<file path="src/design/asw_pkg.sv">
// ----------------------------------------------------------------------------
// asw_pkg
// Types, codes and constants shared by the sample window averager.
// ----------------------------------------------------------------------------
package asw_pkg;

   localparam int VALUE_W    = 15;
   localparam int AXIS_W     = 3;
   localparam int SCOUNT_W   = 5;
   localparam int OBITS_W    = 4;
   localparam int CSR_IDX_W  = 1;
   localparam int CSR_DATA_W = 5;

   localparam logic [SCOUNT_W-1:0] SCOUNT_RESET = 5'd4;
   localparam logic [OBITS_W-1:0]  OBITS_RESET  = 4'd12;

   typedef enum logic {
      CMD_PUSH  = 1'b0,
      CMD_QUERY = 1'b1
   } cmd_type;

   typedef enum logic [CSR_IDX_W-1:0] {
      CSR_SAMPLE_COUNT = 1'b0,
      CSR_OUTPUT_BITS  = 1'b1
   } csr_idx_type;

   typedef enum logic [2:0] {
      ST_IDLE,
      ST_SUM,
      ST_DRAIN,
      ST_SCALE,
      ST_DIV,
      ST_DONE
   } state_type;

   typedef struct packed {
      logic busy;
      logic done;
   } div_stat_type;

   // bits to index v entries, never less than one
   function automatic int clog2_min1(input int v);
      int r;
      r = $clog2(v);
      return (r < 1) ? 1 : r;
   endfunction

endpackage

</file>
<file path="src/design/asw_history.sv">
// ----------------------------------------------------------------------------
// asw_history
// Per-axis sample history in one synchronous RAM, kept as a circular buffer
// per axis with a head pointer and a fill count. Entries past the fill count
// read as zero, which stands in for clearing the RAM at reset.
// ----------------------------------------------------------------------------
module asw_history
   import asw_pkg::*;
#(
   parameter int AXES          = 5,
   parameter int HISTORY_DEPTH = 16,
   parameter int SAMPLE_BITS   = 12
) (
   input  logic                                  clock,
   input  logic                                  reset,
   input  logic                                  push_en,
   input  logic [clog2_min1(AXES)-1:0]           push_axis,
   input  logic [SAMPLE_BITS-1:0]                push_sample,
   input  logic                                  rd_en,
   input  logic [clog2_min1(AXES)-1:0]           rd_axis,
   input  logic [clog2_min1(HISTORY_DEPTH)-1:0]  rd_index,
   output logic [SAMPLE_BITS-1:0]                rd_data
);

   localparam int AX_W      = clog2_min1(AXES);
   localparam int SLOT_W    = clog2_min1(HISTORY_DEPTH);
   localparam int CNT_W     = clog2_min1(HISTORY_DEPTH + 1);
   localparam int MEM_DEPTH = AXES * HISTORY_DEPTH;
   localparam int MEM_AW    = clog2_min1(MEM_DEPTH);

   logic [SAMPLE_BITS-1:0] hist_mem_ff [MEM_DEPTH];
   logic [SAMPLE_BITS-1:0] rd_q_ff;
   logic                   rd_live_ff;
   logic                   rd_live_in;

   logic [SLOT_W-1:0] head_ff [AXES];
   logic [CNT_W-1:0]  fill_ff [AXES];
   logic [SLOT_W-1:0] head_in;
   logic [CNT_W-1:0]  fill_in;

   logic [AX_W-1:0]   ptr_axis;
   logic [SLOT_W-1:0] head_cur;
   logic [CNT_W-1:0]  fill_cur;
   logic [SLOT_W:0]   slot_sum;
   logic [SLOT_W-1:0] rd_slot;
   logic [MEM_AW-1:0] push_addr;
   logic [MEM_AW-1:0] rd_addr;

   // pushes and reads never share a cycle, so one pointer port serves both
   assign ptr_axis = push_en ? push_axis : rd_axis;
   assign head_cur = head_ff[ptr_axis];
   assign fill_cur = fill_ff[ptr_axis];

   always_comb begin
      head_in = (head_cur == '0) ? SLOT_W'(HISTORY_DEPTH - 1) : head_cur - 1'b1;
      fill_in = (fill_cur == CNT_W'(HISTORY_DEPTH)) ? fill_cur : fill_cur + 1'b1;

      slot_sum = (SLOT_W + 1)'(head_cur) + (SLOT_W + 1)'(rd_index);
      if (32'(slot_sum) >= HISTORY_DEPTH) begin
         rd_slot = SLOT_W'(32'(slot_sum) - HISTORY_DEPTH);
      end else begin
         rd_slot = slot_sum[SLOT_W-1:0];
      end

      push_addr  = MEM_AW'(MEM_AW'(push_axis) * MEM_AW'(HISTORY_DEPTH))
                   + MEM_AW'(head_in);
      rd_addr    = MEM_AW'(MEM_AW'(rd_axis) * MEM_AW'(HISTORY_DEPTH))
                   + MEM_AW'(rd_slot);
      rd_live_in = CNT_W'(rd_index) < fill_cur;
   end

   always_ff @(posedge clock) begin
      if (push_en) begin
         hist_mem_ff[push_addr] <= push_sample;
      end
      if (rd_en) begin
         rd_q_ff <= hist_mem_ff[rd_addr];
      end
   end

   always_ff @(posedge clock) begin
      if (reset) begin
         for (int a = 0; a < AXES; a++) begin
            head_ff[a] <= '0;
            fill_ff[a] <= '0;
         end
         rd_live_ff <= 1'b0;
      end else begin
         if (push_en) begin
            head_ff[push_axis] <= head_in;
            fill_ff[push_axis] <= fill_in;
         end
         if (rd_en) begin
            rd_live_ff <= rd_live_in;
         end
      end
   end

   // entry never written since reset reads as zero
   assign rd_data = rd_live_ff ? rd_q_ff : '0;

endmodule

</file>
<file path="src/design/asw_divider.sv">
// ----------------------------------------------------------------------------
// asw_divider
// Serial restoring divider, one quotient bit per cycle. Only the low VALUE_W
// quotient bits are formed; the caller guarantees the quotient fits.
// ----------------------------------------------------------------------------
module asw_divider
   import asw_pkg::*;
#(
   parameter int DIVIDEND_W = 20,
   parameter int DIVISOR_W  = 5
) (
   input  logic                  clock,
   input  logic                  reset,
   input  logic                  start,
   input  logic [DIVIDEND_W-1:0] dividend,
   input  logic [DIVISOR_W-1:0]  divisor,
   output logic [VALUE_W-1:0]    quotient,
   output div_stat_type          stat
);

   localparam int STEP_W = clog2_min1(VALUE_W);

   logic                 busy_ff, busy_in;
   logic [STEP_W-1:0]    step_ff, step_in;
   logic [DIVISOR_W-1:0] rem_ff, rem_in;
   logic [DIVISOR_W-1:0] dvs_ff, dvs_in;
   logic [VALUE_W-1:0]   quo_ff, quo_in;

   logic [DIVISOR_W:0]   trial;
   logic [DIVISOR_W:0]   diff;
   logic                 fits;
   logic                 last_step;

   assign last_step = (step_ff == STEP_W'(VALUE_W - 1));

   always_comb begin
      trial = {rem_ff, quo_ff[VALUE_W-1]};
      diff  = trial - {1'b0, dvs_ff};
      fits  = (trial >= {1'b0, dvs_ff});

      busy_in = busy_ff;
      step_in = step_ff;
      rem_in  = rem_ff;
      dvs_in  = dvs_ff;
      quo_in  = quo_ff;

      if (start) begin
         busy_in = 1'b1;
         step_in = '0;
         rem_in  = DIVISOR_W'(dividend >> VALUE_W);
         quo_in  = dividend[VALUE_W-1:0];
         dvs_in  = divisor;
      end else if (busy_ff) begin
         rem_in  = fits ? diff[DIVISOR_W-1:0] : trial[DIVISOR_W-1:0];
         quo_in  = {quo_ff[VALUE_W-2:0], fits};
         step_in = step_ff + 1'b1;
         if (last_step) begin
            busy_in = 1'b0;
         end
      end
   end

   always_ff @(posedge clock) begin
      if (reset) begin
         busy_ff <= 1'b0;
         step_ff <= '0;
      end else begin
         busy_ff <= busy_in;
         step_ff <= step_in;
      end
   end

   always_ff @(posedge clock) begin
      rem_ff <= rem_in;
      dvs_ff <= dvs_in;
      quo_ff <= quo_in;
   end

   assign quotient  = quo_ff;
   assign stat.busy = busy_ff;
   assign stat.done = busy_ff && last_step;

endmodule

</file>
<file path="src/design/axis_sample_window_average.sv">
// ----------------------------------------------------------------------------
// axis_sample_window_average
// A push transaction (cmd 0) stores a sample at the front of its axis history;
// a push to an axis beyond AXES is dropped. A query transaction (cmd 1)
// reads the newest n = sample_count samples of its axis (zero counts as 1,
// above HISTORY_DEPTH as HISTORY_DEPTH) one per cycle from the history RAM,
// scales the sum to output_bits and divides it by n in a 15-step serial
// divider. With no result stall the result shows and the input opens again
// in the same cycle. A query to an axis beyond AXES skips the history and
// the divider and returns 0. The input side stalls while a query is in work.
// The result sits in an output register, so the next transaction is taken
// while it waits. History is empty after reset through per-axis fill counts;
// no clearing pass runs. Configuration writes are always ready and belong in
// idle periods.
// ----------------------------------------------------------------------------
module axis_sample_window_average
   import asw_pkg::*;
#(
   parameter int AXES          = 5,
   parameter int HISTORY_DEPTH = 16,
   parameter int SAMPLE_BITS   = 12
) (
   input  logic                  clock,
   input  logic                  reset,

   input  logic                  req_valid,
   output logic                  req_stall,
   input  logic                  req_cmd,
   input  logic [AXIS_W-1:0]     req_axis,
   input  logic [SAMPLE_BITS-1:0] req_sample,

   output logic                  rsp_valid,
   input  logic                  rsp_stall,
   output logic [VALUE_W-1:0]    rsp_value,

   input  logic                  csr_valid,
   output logic                  csr_ready,
   input  logic [CSR_IDX_W-1:0]  csr_index,
   input  logic [CSR_DATA_W-1:0] csr_wdata
);

   localparam int AX_W    = clog2_min1(AXES);
   localparam int SLOT_W  = clog2_min1(HISTORY_DEPTH);
   localparam int CNT_W   = clog2_min1(HISTORY_DEPTH + 1);
   localparam int SUM_W   = SAMPLE_BITS + $clog2(HISTORY_DEPTH + 1);
   localparam int LSH_MAX = (SAMPLE_BITS < VALUE_W) ? (VALUE_W - SAMPLE_BITS) : 0;
   localparam int DW_RAW  = SUM_W + LSH_MAX;
   localparam int DW      = (DW_RAW > VALUE_W) ? DW_RAW : (VALUE_W + 1);

   state_type state_ff, state_in;

   logic [SCOUNT_W-1:0] scount_ff, scount_in;
   logic [OBITS_W-1:0]  obits_ff, obits_in;
   logic [CNT_W-1:0]    cnt_ff, cnt_in;
   logic [AX_W-1:0]     ax_ff, ax_in;
   logic                bad_ff, bad_in;
   logic                rd_pend_ff, rd_pend_in;
   logic [SUM_W-1:0]    sum_ff, sum_in;
   logic                rsp_valid_ff, rsp_valid_in;
   logic [VALUE_W-1:0]  rsp_value_ff, rsp_value_in;

   logic                   req_take;
   logic                   is_query;
   logic                   axis_ok;
   logic                   push_en;
   logic                   rd_en;
   logic                   div_start;
   logic                   out_load;
   logic                   out_free;
   logic [CNT_W-1:0]       n_eff;
   logic [SAMPLE_BITS-1:0] rd_data;
   logic [DW-1:0]          dividend;
   logic [4:0]             lsh;
   logic [4:0]             rsh;
   logic [VALUE_W-1:0]     quotient;
   div_stat_type           div_stat;

   assign req_take = req_valid && !req_stall;
   assign is_query = (req_cmd == CMD_QUERY);
   assign axis_ok  = (32'(req_axis) < AXES);
   assign out_free = !rsp_valid_ff || !rsp_stall;
   assign csr_ready = 1'b1;

   always_comb begin
      if (scount_ff == '0) begin
         n_eff = CNT_W'(1);
      end else if (32'(scount_ff) > HISTORY_DEPTH) begin
         n_eff = CNT_W'(HISTORY_DEPTH);
      end else begin
         n_eff = CNT_W'(scount_ff);
      end
   end

   // next state
   always_comb begin
      state_in = state_ff;
      unique case (state_ff)
         ST_IDLE: begin
            if (req_valid && is_query) begin
               state_in = axis_ok ? ST_SUM : ST_DONE;
            end
         end
         ST_SUM: begin
            if (cnt_ff == n_eff - 1'b1) begin
               state_in = ST_DRAIN;
            end
         end
         ST_DRAIN: state_in = ST_SCALE;
         ST_SCALE: state_in = ST_DIV;
         ST_DIV: begin
            if (div_stat.done) begin
               state_in = ST_DONE;
            end
         end
         ST_DONE: begin
            if (out_free) begin
               state_in = ST_IDLE;
            end
         end
         default: state_in = ST_IDLE;
      endcase
   end

   // state outputs
   always_comb begin
      req_stall = 1'b1;
      rd_en     = 1'b0;
      div_start = 1'b0;
      out_load  = 1'b0;
      unique case (state_ff)
         ST_IDLE:  req_stall = 1'b0;
         ST_SUM:   rd_en     = 1'b1;
         ST_DRAIN: ;
         ST_SCALE: div_start = 1'b1;
         ST_DIV:   ;
         ST_DONE:  out_load  = out_free;
         default:  ;
      endcase
   end

   assign push_en = req_take && !is_query && axis_ok;

   // scale the window sum to the requested resolution
   always_comb begin
      lsh = 5'(obits_ff) - 5'(SAMPLE_BITS);
      rsh = 5'(SAMPLE_BITS) - 5'(obits_ff);
      if (32'(obits_ff) >= SAMPLE_BITS) begin
         dividend = DW'(sum_ff) << lsh;
      end else begin
         dividend = DW'(sum_ff >> rsh);
      end
   end

   always_comb begin
      scount_in    = scount_ff;
      obits_in     = obits_ff;
      cnt_in       = cnt_ff;
      ax_in        = ax_ff;
      bad_in       = bad_ff;
      rd_pend_in   = rd_en;
      sum_in       = sum_ff;
      rsp_valid_in = rsp_valid_ff;
      rsp_value_in = rsp_value_ff;

      if (csr_valid && csr_ready) begin
         unique case (csr_idx_type'(csr_index))
            CSR_SAMPLE_COUNT: scount_in = csr_wdata;
            CSR_OUTPUT_BITS:  obits_in  = csr_wdata[OBITS_W-1:0];
            default:          ;
         endcase
      end

      if (rd_pend_ff) begin
         sum_in = sum_ff + SUM_W'(rd_data);
      end
      if (rd_en) begin
         cnt_in = cnt_ff + 1'b1;
      end

      if (req_take && is_query) begin
         cnt_in = '0;
         sum_in = '0;
         ax_in  = AX_W'(req_axis);
         bad_in = !axis_ok;
      end

      // drop the result once taken, then refill from a finished query
      if (rsp_valid_ff && !rsp_stall) begin
         rsp_valid_in = 1'b0;
      end
      if (out_load) begin
         rsp_valid_in = 1'b1;
         rsp_value_in = bad_ff ? '0 : quotient;
      end
   end

   always_ff @(posedge clock) begin
      if (reset) begin
         state_ff     <= ST_IDLE;
         scount_ff    <= SCOUNT_RESET;
         obits_ff     <= OBITS_RESET;
         rd_pend_ff   <= 1'b0;
         rsp_valid_ff <= 1'b0;
      end else begin
         state_ff     <= state_in;
         scount_ff    <= scount_in;
         obits_ff     <= obits_in;
         rd_pend_ff   <= rd_pend_in;
         rsp_valid_ff <= rsp_valid_in;
      end
   end

   always_ff @(posedge clock) begin
      cnt_ff       <= cnt_in;
      ax_ff        <= ax_in;
      bad_ff       <= bad_in;
      sum_ff       <= sum_in;
      rsp_value_ff <= rsp_value_in;
   end

   asw_history #(
      .AXES          (AXES),
      .HISTORY_DEPTH (HISTORY_DEPTH),
      .SAMPLE_BITS   (SAMPLE_BITS)
   ) u_history (
      .clock       (clock),
      .reset       (reset),
      .push_en     (push_en),
      .push_axis   (AX_W'(req_axis)),
      .push_sample (req_sample),
      .rd_en       (rd_en),
      .rd_axis     (ax_ff),
      .rd_index    (cnt_ff[SLOT_W-1:0]),
      .rd_data     (rd_data)
   );

   asw_divider #(
      .DIVIDEND_W (DW),
      .DIVISOR_W  (CNT_W)
   ) u_divider (
      .clock    (clock),
      .reset    (reset),
      .start    (div_start),
      .dividend (dividend),
      .divisor  (n_eff),
      .quotient (quotient),
      .stat     (div_stat)
   );

   assign rsp_valid = rsp_valid_ff;
   assign rsp_value = rsp_value_ff;

endmodule

</file>
<file path="config.mk">
export PLATFORM = sky130hd
export DESIGN_NAME = axis_sample_window_average
export DESIGN_NICKNAME = d
export VERILOG_FILES = /design/src/design/asw_pkg.sv /design/src/design/asw_history.sv /design/src/design/asw_divider.sv /design/src/design/axis_sample_window_average.sv
export SDC_FILE = /design/constraint.sdc
export NUM_CORES = 1
export LEC_CHECK = 0
export BUFFER_PORTS_ARGS = -buffer_cell sky130_fd_sc_hd__clkbuf_2
export CORE_MARGIN = 1
export CORE_UTILIZATION = 35
export CTS_CLUSTER_DIAMETER = 40
export DETAILED_ROUTE_END_ITERATION = 8
export HOLD_SLACK_MARGIN = 0.12
export PLACE_DENSITY = 0.62
export SLEW_MARGIN = 25
export SYNTH_ARGS = -nofsm -noshare
export SYNTH_HDL_FRONTEND = slang
export SYNTH_SLANG_ARGS = --single-unit
</file>
<file path="constraint.sdc">
create_clock -name clock -period 5.37 [get_ports clock]
set_clock_uncertainty 0.05 [all_clocks]
set_input_delay 0.8055 -clock clock [delete_from_list [all_inputs] [get_ports clock]]
set_output_delay 0.8055 -clock clock [all_outputs]
set_load 0.02 [all_outputs]
</file>
==> flow_summary.ini, run 1 <==
[status]
outcome = finished clean

[synth]
synth.avg_cell_area_um2 = 18.0
ys_ff_latch = 1130
synth.most_common_cell = edfxtp_1
ys_seq_area_frac = 0.714
synth.largest_area_cell = edfxtp_1
ys.warnings.count = 0
synth_area_leaders = edfxtp_1 70%, mux4_2 13%, mux2i_1 2.6%
synth_ff_type = edfxtp_1
synth_common_cells = 1088 x edfxtp_1, 269 x mux4_2, 146 x nand2_1
ys_types = 73
synthesis.area_um2 = 47000
synth_top_area_frac = 0.696
async_reset_ff_frac = 0
synth_edf_count = 1088
netlist_instances = 2603

[final_layout]
drive_gt1_frac = 0.307
stdcell_count = 4813
fillers = 11600
syn2layout_area_growth_pct = 20.5
utilization = 0.425
layout.nets = 2996
fin_area_um2 = 56600

[floorplan]
die_y_um = 368
dieArea_um2 = 136000
dieWidth_um = 368
rows = 134
design.core.area_um2 = 133000
ios = 45
initial_core_util = 0.352

[critical_path]
startpoint_type = flop
critPathCaptureType = flop
critPathArrivalTime_ns = 5.52
critPathMaxFanout = 11
path_class = flop to flop
critical_path_required_ns = 5.83

[clocking]
insertion_delay_ns = 0.75
clock-sinks = 1130
cts_root_buffer = clkbuf_16
cts_hold_repair.buffers = 0
clk_path_buf_depth = 3
path_clk_slew_ns = 0.06
cts_resized = 0
numCtsBuffers = 137
cts_tree = built
htreeDepth = 4

[global_route]
grt_pass1_vias = 25700
track_usage = 0.168
grt_max_degree = 81
overflow = 0
grt_pass1_wl_mm = 169
antenna_found_initial = 4

[place]
place.gp.congestion = 0.896
portBuffers = 43
hpwl_mm = 70.7
dp_cells = 4561
dpl_cell_area_um2 = 51800

[routing]
drc = 0
drt-vias-per-instance = 5.31
ant_nets = 0
postRouteWirelength_mm = 113
drtPass1Iterations = 6
vias = 25600
wl_per_cell_um = 23.5
drtIter0Drc = 2599

[min_path]
worstHoldPathType = input port to flop

[sta]
min_period_ns = 5.05
hold_viol = 0
fmax_mhz = 198
slew_headroom = 0.305
worst_slew_pin_slew_ns = 1.04
min_period_over_period = 0.941
tns_ns = 0
rsz0062_at_grt = false
finalSetupViolCount = 0
maxSlewViolCount = 0

[run]
max_cap_viol_count = 0

[power]
ir_drop_mv = 0.420
p_per_area_nw_per_um2 = 526
leakagePower_nw = 18.8
## layer usage
layer / track usage / up-vias / wire length (um)
met5: 0 / - / 27
met4: 0.0544 / 4 / 2580
met3: 0.0305 / 198 / 8270
met2: 0.259 / 938 / 52300
met1: 0.239 / 13200 / 50100
li1: - / 11200 / -
## per-stage QoR
step / power, mW / worst slack, ns / hold slack, ns
3_3_place_gp: 20.4 / -0.347 / 0.435
6_report: 29.8 / 0.317 / 0.246
3_5_place_dp: 20.5 / -0.312 / 0.443
5_1_grt: 30.9 / 0.0504 / 0.243
4_1_cts: 30.0 / 0.147 / 0.185
2_1_floorplan: 16.2 / -0.0235 / 0.414
## kinds of logic (layout without fill, tap and decap cells)
family	after synthesis	in the layout	share of synthesized area
adder cells (fa/ha/maj)	36	36	0.0101
other	2	29	0.000160
flip-flops	1130	1130	0.714
multiplexers	403	403	0.158
AO/OA/AOI/OAI	248	248	0.0356
buffers and inverters	200	615	0.0168
AND/OR/NAND/NOR	550	550	0.0588
XOR/XNOR	34	34	0.00690
## path summary, 6_finish.rpt
path,from,endpoint,slack [ns],cells after the start
hold reg to reg,scount_ff[0]$_SDFFE_PP0P_,scount_ff[0]$_SDFFE_PP0P_,0.45,2
hold / removal,csr_wdata[4],scount_ff[4]$_SDFFE_PP0P_,0.25,3
setup / recovery,state_ff[1]$_SDFFE_PP0P_,u_history.rd_q_ff[2]$_DFFE_PP_,0.32,20
setup reg to reg,state_ff[1]$_SDFFE_PP0P_,u_history.rd_q_ff[2]$_DFFE_PP_,0.32,20
## worst max-delay path: stages (launching register included)
cell and delay [ns]:
dfxtp_1 0.33, nor3_4 0.22, buf_4 0.18, nand2_1 0.07, o32a_1 0.40, buf_4 0.16, nand3_1 0.05, and3_1 0.18
nor2_1 0.07, inv_1 0.11, ha_4 0.13, inv_1 0.06, fa_4 0.90, buf_12 0.19, buf_12 0.17, buf_4 0.16
mux4_2 0.28, mux4_2 0.48, mux2i_1 0.25, o2bb2ai_1 0.11, a41o_1 0.22
## report_power, final
group	switching (mW)	internal, mW	total, mW
registers	0.146	9.87	10.0
clock network	3.81	5.72	9.52
logic	5.21	5.01	10.2
## sequential cells by signal (all words and copies together), names as in the netlist, 4 cells and up
register	flops
u_history.fill_ff	40
u_history.head_ff	32
u_history.hist_mem_ff	960
scount_ff	5
obits_ff	4
u_divider.step_ff	4
cnt_ff	5
u_history.rd_q_ff	12
rsp_value	15
u_divider.rem_ff	5
u_divider.dvs_ff	5
sum_ff	17
u_divider.quotient	15
## layout by cell type (no fill, tap or decap), drive strengths merged, types with 40 or more instances in the layout
cell type  count
a21oi         64
buf          291
clkbuf       185
clkinv        52
dfxtp         42
edfxtp      1088
inv           64
mux2i        123
mux4         269
nand2        149
nand3         40
nor2         116
nor3          70
nor4          43
o21ai         50
## cell type report
type	instances	area, um2	share of cell area
diodes	1	2.50	0.0000442
clock inverters	96	1210	0.0213
multi-input cells	1299	13200	0.234
clock buffers	154	3530	0.0624
inverters	43	161	0.00285
well taps	1768	2210	0.0391
flip-flops and latches	1130	33500	0.592
repair buffers	322	2720	0.0481
## what timing repair did
action                                 in CTS  in global routing
setup endpoints to repair                   0                 11
endpoints found under the hold margin       0                  0
setup buffers                               0                  1
(Power assumes the default switching activity.)
==> run 2: changes to the inputs <==
- ABC_AREA: not set -> 1
- PLACE_DENSITY: 0.62 -> not set
- PLACE_DENSITY_LB_ADDON: not set -> 0.15
==> run 2 against run 1 <==
Non-clock buffer count down 51. Synthesized area up 1.7%. Total power up 36%. Sequential power about the same. Clock-buffer cell count up 35. Sequential cell count unchanged. Global-route usage up 3.7 points. Combinational power up 84%. Critical endpoint is now u_history.rd_q_ff[4]$_DFFE_PP_. Critical path depth up 2.
==> flow_summary.ini, run 2 <==
[status]
outcome = finished clean

[synth]
async_reset_ff_frac = 0
synth_area_leaders = edfxtp_1 68%, nand2_1 5.5%, o21ai_0 3.7%
synthesis.area_um2 = 47800
synth_ff_type = edfxtp_1
synth.largest_area_cell = edfxtp_1
ys_types = 51
ys.warnings.count = 0
netlist_instances = 3893
synth_common_cells = 1088 x edfxtp_1, 704 x nand2_1, 352 x o21ai_0
synth.most_common_cell = edfxtp_1
synth_top_area_frac = 0.684
ys_seq_area_frac = 0.702
synth_edf_count = 1088
ys_ff_latch = 1130
synth.avg_cell_area_um2 = 12.3

[final_layout]
regMostFlops = u_history.hist_mem_ff
reg_top3 = u_history.hist_mem_ff x960, u_history.fill_ff x40, u_history.head_ff x32
syn2layout_area_growth_pct = 20.4
layout_commonest_cell = edfxtp_1
largest_reg_flops = 960
drive_gt1_frac = 0.142
layout.nets = 4191
final_cell_mix = 1088 x edfxtp_1, 703 x nand2_1, 352 x o21ai_0

[routing]
drtIter0Drc = 3140
ant_nets = 0
vias = 32000
drc = 0
drtPass1Iterations = 5
postRouteWirelength_mm = 142
wl_per_cell_um = 23.5
drt-vias-per-instance = 5.28

[sta]
maxSlewViolCount = 0
min_period_over_period = 0.927
worst_slew_pin_slew_ns = 0.950
rsz0062_at_grt = false
tns_ns = 0
slew_headroom = 0.364
fmax_mhz = 201
min_period_ns = 4.98
hold_viol = 0
finalSetupViolCount = 0

[critical_path]
slowest_stage = fa_4
critPathCaptureType = flop
timing.rr.start = state_ff[1]$_SDFFE_PP0P_
path_cells = nor2_1 > nand2_1 > nor2_1 > nand3_1 > nand2_2 > buf_4 > nand2_1 > nand3_1 > nand2_1 > inv_2 > o21ai_2 > fa_4 > buf_4 > buf_4 > o21ai_0 > o221ai_1 > o21ai_0 > nand3_1 > nand3_1 > nand3_1 > nand3_1 > nand2_1
critical_path_required_ns = 5.97
startpoint_type = flop
critPathMaxFanout = 23
r2r_cells = 22
ff2ff_setup_slack_ns = 0.39
cp_top_family = simple AND/OR/NAND/NOR gates
cpMostUsedCell = nand3_1
worstPathBufferInverterCount = 4
critPathArrivalTime_ns = 5.58
path_class = flop to flop
cpPeakStageDelay_ns = 0.95
reg2reg_to = u_history.rd_q_ff[4]$_DFFE_PP_
startpoint = state_ff[1]$_SDFFE_PP0P_

[clocking]
cts_hold_repair.buffers = 0
clock-sinks = 1130
insertion_delay_ns = 0.79
htreeDepth = 4
cts_tree = built
clk_path_buf_depth = 3
path_clk_slew_ns = 0.05
numCtsBuffers = 172
cts_root_buffer = clkbuf_16

[global_route]
grt_pass1_vias = 30600
antenna_found_initial = 7
overflow = 0
grt_max_degree = 120
track_usage = 0.204
grt_pass1_wl_mm = 207

[floorplan]
initial_core_util = 0.353
design.core.area_um2 = 135000
ios = 45
die_y_um = 371
dieWidth_um = 371
dieArea_um2 = 138000
rows = 135

[power]
power_mw = 40.5
internal-power_mw = 23.3
p_per_area_nw_per_um2 = 704
power_switching_mw = 17.2
leakagePower_nw = 20.4
p_seq_frac = 0.254
pwr-share-clk = 0.281
ir_drop_mv = 0.796
comb_power_share = 0.465
swShare = 0.425

[place]
hpwl_mm = 88.9
place.gp.congestion = 0.895
portBuffers = 43

[min_path]
min_to = obits_ff[3]$_SDFFE_PP1P_
whs_path_depth = 3
min-delay-start = csr_wdata[3]
worstHoldPathType = input port to flop

[run]
max_cap_viol_count = 0
[run 2: routing by layer]
layer / share of wire / vias up / track usage
li1: - / 14900 / -
met1: 0.46 / 15900 / 0.295
met2: 0.45 / 1007 / 0.312
met3: 0.062 / 204 / 0.0349
met4: 0.024 / 2 / 0.0623
met5: 0.000091 / - / 0
[run 2: per-stage QoR]
step | setup slack (ns) | hold slack, ns | std cells | util | instance area [um2]
2_1_floorplan | 0.890 | 0.399 | 3919 | - | 47900
3_3_place_gp | -0.0250 | 0.420 | 5730 | 0.380 | 51500
3_5_place_dp | -0.0620 | 0.425 | 5730 | 0.380 | 51500
4_1_cts | 0.287 | 0.179 | 6051 | 0.424 | 57400
5_1_grt | 0.103 | 0.213 | 6056 | 0.424 | 57500
6_report | 0.393 | 0.239 | 6059 | 0.424 | 57500
[run 2: layout make-up]
class	instances	area, um2
fill	12600	78000
sequential	1130	33500
multi-input combinational	2365	12700
clock buffer	189	4500
timing repair buffer	271	2350
tap	1781	2230
clock inverter	132	1430
inverter	188	713
antenna	3	7.51
[run 2: repair_timing]
action                     4_1_cts  5_1_grt
gates resized for setup          0        1
setup endpoints to repair        0        2
setup buffers                    0        4
[run 2: logic make-up after synthesis]
logic type	after synthesis	synth area share
simple gates	1299	0.110
flops	1130	0.702
fa+ha+maj	36	0.00990
compound gates	854	0.113
other cells	2	0.000157
buf+inv	424	0.0343
xor+xnor	23	0.00422
mux	125	0.0262
[run 2: power by group through the flow]
stage / sequential, mW / combinational (mW) / clock [mW]
after detailed placement: 10.5 / 18.5 / 0
after CTS: 10.3 / 18.6 / 11.6
final: 10.3 / 18.8 / 11.4
after floorplan: 10.3 / 10.5 / 0
after global routing: 10.3 / 20.3 / 11.9
after global placement: 10.5 / 18.5 / 0
[run 2: tightest hold or removal path, cell delays in order]
cell	delay [ns]
clkbuf_2	0.11
nand2_1	0.06
nand3_1	0.05
[run 2: worst max path at each step]
stage                     cells past startpoint                         endpoint  slack [ns]
final                                        22   u_history.rd_q_ff[4]$_DFFE_PP_        0.39
after global routing                         21   u_history.rd_q_ff[6]$_DFFE_PP_        0.10
after CTS                                    22  u_history.rd_q_ff[10]$_DFFE_PP_        0.29
after detailed placement                     21  u_history.rd_q_ff[10]$_DFFE_PP_       -0.06
after global placement                       21  u_history.rd_q_ff[10]$_DFFE_PP_       -0.03
after floorplan                              24   u_history.rd_q_ff[3]$_DFFE_PP_        0.89
